**src/rtl/radix_trie_word_map_macros.svh**
```systemverilog
// Assertion helpers for the word map.
`ifndef RADIX_TRIE_WORD_MAP_MACROS_SVH
`define RADIX_TRIE_WORD_MAP_MACROS_SVH

// Property checked every clock, off during reset.
`define RTW_ASSERT(label, prop, msg) \
  label: assert property (@(posedge clk) disable iff (rst) prop) else $error(msg);

// Condition that must hold in the cycle after a trigger.
`define RTW_ASSERT_NEXT(label, trig, cond, msg) \
  label: assert property (@(posedge clk) disable iff (rst) (trig) |=> (cond)) else $error(msg);

`endif

```
**src/rtl/rtw_pkg.sv**
```systemverilog
package rtw_pkg;

  localparam int KeyW = 32;
  localparam int ValW = 32;
  localparam int ByteW = 8;

  localparam logic [1:0] CMD_LOOKUP = 2'd0;
  localparam logic [1:0] CMD_WRITE  = 2'd1;
  localparam logic [1:0] CMD_CLEAR  = 2'd2;

  // control from sequencer to the allocator unit
  typedef struct packed {
    logic [1:0] need_inner;
    logic       need_leaf;
    logic       take_inner;
    logic       take_leaf;
    logic       clear;
  } alloc_ctl_t;

endpackage

```
**src/rtl/rtw_alloc.sv**
```systemverilog
module rtw_alloc import rtw_pkg::*; #(
  parameter int INNER_NODES = 64,
  parameter int LEAF_NODES  = 64,
  localparam int CIW = $clog2(INNER_NODES + 1),
  localparam int CLW = $clog2(LEAF_NODES + 1)
) (
  input  logic           clk,
  input  logic           rst,
  input  alloc_ctl_t     ctl,
  output logic [CIW-1:0] next_inner,
  output logic [CLW-1:0] next_leaf,
  output logic           refuse
);

  logic [CIW:0] inner_sum;
  logic [CLW:0] leaf_sum;

  // adders and compares: room check for a write path
  assign inner_sum = {1'b0, next_inner} + (CIW+1)'(ctl.need_inner);
  assign leaf_sum  = {1'b0, next_leaf} + (CLW+1)'(ctl.need_leaf);
  assign refuse = (inner_sum > (CIW+1)'(INNER_NODES)) ||
                  (leaf_sum > (CLW+1)'(LEAF_NODES));

  always_ff @(posedge clk) begin
    if (rst || ctl.clear) begin
      next_inner <= CIW'(1);
      next_leaf  <= CLW'(1);
    end else begin
      if (ctl.take_inner) begin
        next_inner <= next_inner + CIW'(1);
      end
      if (ctl.take_leaf) begin
        next_leaf <= next_leaf + CLW'(1);
      end
    end
  end

endmodule

```
**config.mk**
```make
export PLATFORM = sky130hd
export DESIGN_NAME = rtw_alloc
export DESIGN_NICKNAME = d
export VERILOG_FILES = /design/src/rtl/radix_trie_word_map_macros.svh /design/src/rtl/rtw_pkg.sv /design/src/rtl/rtw_alloc.sv
export SDC_FILE = /design/constraint.sdc
export NUM_CORES = 1
export LEC_CHECK = 0
export BUFFER_PORTS_ARGS = -buffer_cell sky130_fd_sc_hd__buf_2
export CORE_ASPECT_RATIO = 0.9
export CORE_MARGIN = 4
export CORE_UTILIZATION = 40
export CTS_CLUSTER_DIAMETER = 80
export DETAILED_ROUTE_END_ITERATION = 12
export SYNTH_ARGS = -nofsm -noshare
export SYNTH_HDL_FRONTEND = slang
export SYNTH_SLANG_ARGS = --single-unit
```
**constraint.sdc**
```tcl
create_clock -name clk -period 2 [get_ports clk]
set_clock_uncertainty 0.1 [all_clocks]
set_input_delay 0 -clock clk [delete_from_list [all_inputs] [get_ports clk]]
set_output_delay 0 -clock clk [all_outputs]
set_load 0.01 [all_outputs]
```
Word level (Yosys, flattened, before mapping) --
Cells that the tools add are included.
Word-level totals: output and inout bits 15, register bits after elaboration 14
Cells by class: reductions and logical operators 2, magnitude comparators 2, $add $sub $neg 4
Operators with widths (number):
- $gt 8x7->1 const B | 2
- $add 7x1->7 const B | 2
- $add 7x1->8 | 1
- $add 7x2->8 | 1
- $logic_or 1x1->1 | 2

Depth between registers and ports, before layout --
depth after elaboration 3, mapped depth 7

Worst setup path before layout --
Ideal clock, no wire load.
kind flip-flop to output port, start point reg next_inner[0], end point out refuse, stages on the path, launching flop included 7, arrival time 1.823 ns, data required time 1.900 ns, slack 0.077 ns, path buffers 0, cells stage by stage dfxtp_1 ha_1 inv_1 fa_1 or3b_2 nand4b_1 o2111ai_1
Between the ends: longest elaborated chain between the ends 3
RTL lines:
- start: declaration | RTL line rtw_alloc.sv:10 | output logic [CIW-1:0] next_inner,
- start signal: assignment | RTL line rtw_alloc.sv:30 | next_inner <= next_inner + CIW'(1);
- $add 7x2->8 | RTL line rtw_alloc.sv:19 | assign inner_sum = {1'b0, next_inner} + (CIW+1)'(ctl.need_inner);
- $gt 8x7->1 | RTL line rtw_alloc.sv:21 | assign refuse = (inner_sum > (CIW+1)'(INNER_NODES)) ||
- $logic_or 1x1->1 | RTL line rtw_alloc.sv:21
- end: declaration | RTL line rtw_alloc.sv:12 | output logic refuse
Every way passes these cells.

Worst setup path in the final report --
Same ends and word-level chain as after synthesis.

==> impl_metrics.env <==
export IMPL_vias=768
export IMPL_p_per_area_nw_per_um2=502
export IMPL_avgSynthCellArea_um2=8.80
export IMPL_routed_via_density=5.12
export IMPL_drt_pass1_iterations=4
export IMPL_die_h_um=51.4
export IMPL_async_flop_share_pct=0
export IMPL_p_int_w=0.000407
export IMPL_synth_seq_area_share_pct=33.5
export IMPL_cts_buffers=3
export IMPL_slowest_delay_ps=500
export IMPL_core_area_um2=1950
export IMPL_clockRootBuffer="clkbuf_4"
export IMPL_path_max_fanout=2
export IMPL_grt_pass1_wl_um=3260
export IMPL_yosysTopAreaCellShare_pct=33.5
export IMPL_fmax_mhz=475
export IMPL_start_util_pct=42.8
export IMPL_gr_total_overflow=0
export IMPL_mostFrequentLayoutCells="buf_2, dfxtp_1, nor2_1"
export IMPL_grt_pass1_vias=706
export IMPL_layout_cells_most_common="buf_2"
export IMPL_wl_um=1860
export IMPL_drive_above_1_share_pct=32.0
export IMPL_grt_use_total_pct=14.5
export IMPL_clkSlewWorstSetupHoldPaths_ps=80
export IMPL_crit_buf_inv=2
export IMPL_worst_path_max_delay_cell="fa_1"
export IMPL_p_leak_nw=0.482
export IMPL_antenna_left=0
export IMPL_post_route_drc_count=0
export IMPL_synth_top_area_cell="dfxtp_1"
export IMPL_dieArea_um2=2890
export IMPL_pin_count=23
export IMPL_syn_num_nets=110
export IMPL_gp_congestion=0.722
export IMPL_outcome="finished with violations"
export IMPL_synth_top_flop_cell="dfxtp_1"
export IMPL_wl_per_cell_um=12.4
export IMPL_utilization_pct=55.5
export IMPL_io_buffers=22
export IMPL_antenna_found_initial=0
export IMPL_violations="negative setup slack"
export IMPL_critPathLaunchType="register"
export IMPL_setup_violations=1
export IMPL_cts_tree="yes"
export IMPL_finish_net_count=142
export IMPL_worstMarginPinSlew_ps=319
export IMPL_fin_crit_sh_pct=105
export IMPL_synth_area_um2=836
export IMPL_grt_start_max_net_pins=13
export IMPL_slew_headroom_pct=78.7
export IMPL_cts_htree_levels=1
export IMPL_rsz0062_at_grt="yes"
export IMPL_ys_top_cells_by_area="dfxtp_1, xor2_1, ha_1"
export IMPL_hold_ws_ps=61.8
export IMPL_cts_sinks=14
export IMPL_peakVddDrop_uv=303
export IMPL_hold_path_class="input port to register"
export IMPL_die_width_um=56.2
export IMPL_drt_iter0_drc=4
export IMPL_critical_path_arrival_ps=2000
export IMPL_dp_hpwl_um=1400
export IMPL_p_clk_share_pct=28.4
export IMPL_fin_ws_ps=-105
export IMPL_synth_edff_count=0
export IMPL_switching_share_pct=25.3
export IMPL_power_frac_seq_pct=53.0
export IMPL_path_class="register to output port"
export IMPL_slew_violations=0
export IMPL_synth_cell_types=31
export IMPL_cp_end_kind="output port"
export IMPL_netlist_instances=95
export IMPL_crit_chain="ha_4 -> inv_2 -> fa_1 -> or3b_4 -> nand4b_1 -> o2111ai_1 -> buf_2"
export IMPL_clockBufferDepth=2
export IMPL_hold_viol=0
export IMPL_critPathTopFamily="adder cells"
export IMPL_antennaDiodeCount=0
export IMPL_clock_latency_ps=270
export IMPL_drv_cap=0
export IMPL_cp_required_ps=1900
export IMPL_area_growth_pct=29.6
export IMPL_yosysWarnings=0
export IMPL_rows=15
export IMPL_fin_crit_ps=2100
export IMPL_synth_ff_latch_count=14
export IMPL_switchingPower_w=0.000138
export IMPL_pwr_share_comb_pct=18.6
-- power groups by stage --
| stage | combinational [W] | sequential (W) | clock, W |
|---|---|---|---|
| floorplan | 0.0000504 | 0.000299 | 0 |
| global route | 0.000114 | 0.000289 | 0.000179 |
| global placement | 0.0000815 | 0.000294 | 0 |
| detailed placement | 0.0000842 | 0.000294 | 0 |
| CTS | 0.000100 | 0.000288 | 0.000166 |
| finish | 0.000101 | 0.000288 | 0.000155 |
-- cells by family (layout without fill, tap and decap cells) --
kind of cell | count (synthesis) | in the layout | synth area share, %
xor gates and xnor gates | 13 | 13 | 13.6
muxes | 2 | 2 | 2.40
DFF | 14 | 14 | 33.5
buffers and inverters | 8 | 38 | 4.79
adders and majority gates | 7 | 7 | 11.4
and+or+nand+nor | 41 | 41 | 26.6
AOI/OAI and AO/OA | 10 | 10 | 7.63
-- per-stage QoR --
stage	worst slack, ps	std cells	instance area, um^2	total power (W)	TNS, ps
2_1_floorplan	77.1	95	836	0.000349	0
6_report	-105	150	1080	0.000544	-105
3_3_place_gp	133	141	978	0.000376	0
4_1_cts	-158	150	1080	0.000554	-158
5_1_grt	-262	150	1080	0.000582	-262
3_5_place_dp	64.8	141	978	0.000378	0
-- path summary, 6_finish.rpt --
path / from / end / slack, ps / cells past startpoint
setup / recovery: next_inner[0] / refuse / -100 / 7
hold reg to reg: next_inner[6] / next_inner[6] / 470 / 2
setup reg to reg: next_leaf[0] / next_leaf[0] / 580 / 4
hold / removal: ctl[0] / next_inner[5] / 60 / 3
-- metal layers --
metal,vias to the layer above,track usage (%),routed length (um)
met1,359,19.7,934
met3,2,3.54,53
met4,0,7.11,10
met2,9,21.2,858
met5,-,0,0
li1,398,-,-
-- area by class of cell --
cell class                 count  area (um^2)
multi-input combinational     73          539
fill                         197          868
sequential                    14          282
inverter                       3         11.3
tap                           25         31.3
timing repair buffer          32          198
clock buffer                   3         22.5
-- tightest hold or removal path: stages --
cell and delay, ps:
buf_2 80, or2_2 240, a21oi_1 60
-- Yosys cell counts (all sizes together) (2+ instances only) --
master,instances
inv,3
and4,2
nor3,2
and3,3
nand4,7
a21oi,5
mux2i,2
buf,2
dfxtp,14
clkbuf,3
xor2,11
nand3,2
o21ai,3
ha,6
nor2,12
nand2,7
xnor2,2
-- registers in the layout, indices dropped and copies added (netlist names) --
name / count
next_leaf: 7
next_inner: 7
-- timing repair --
action	4_1_cts	5_1_grt
setup buffers	1	0
pin swaps	3	3
resized for setup	7	1
endpoints found under the setup margin	1	1
hold buffers	5	0
hold endpoints to repair	4	0
Power figures use the tool's default switching activity.
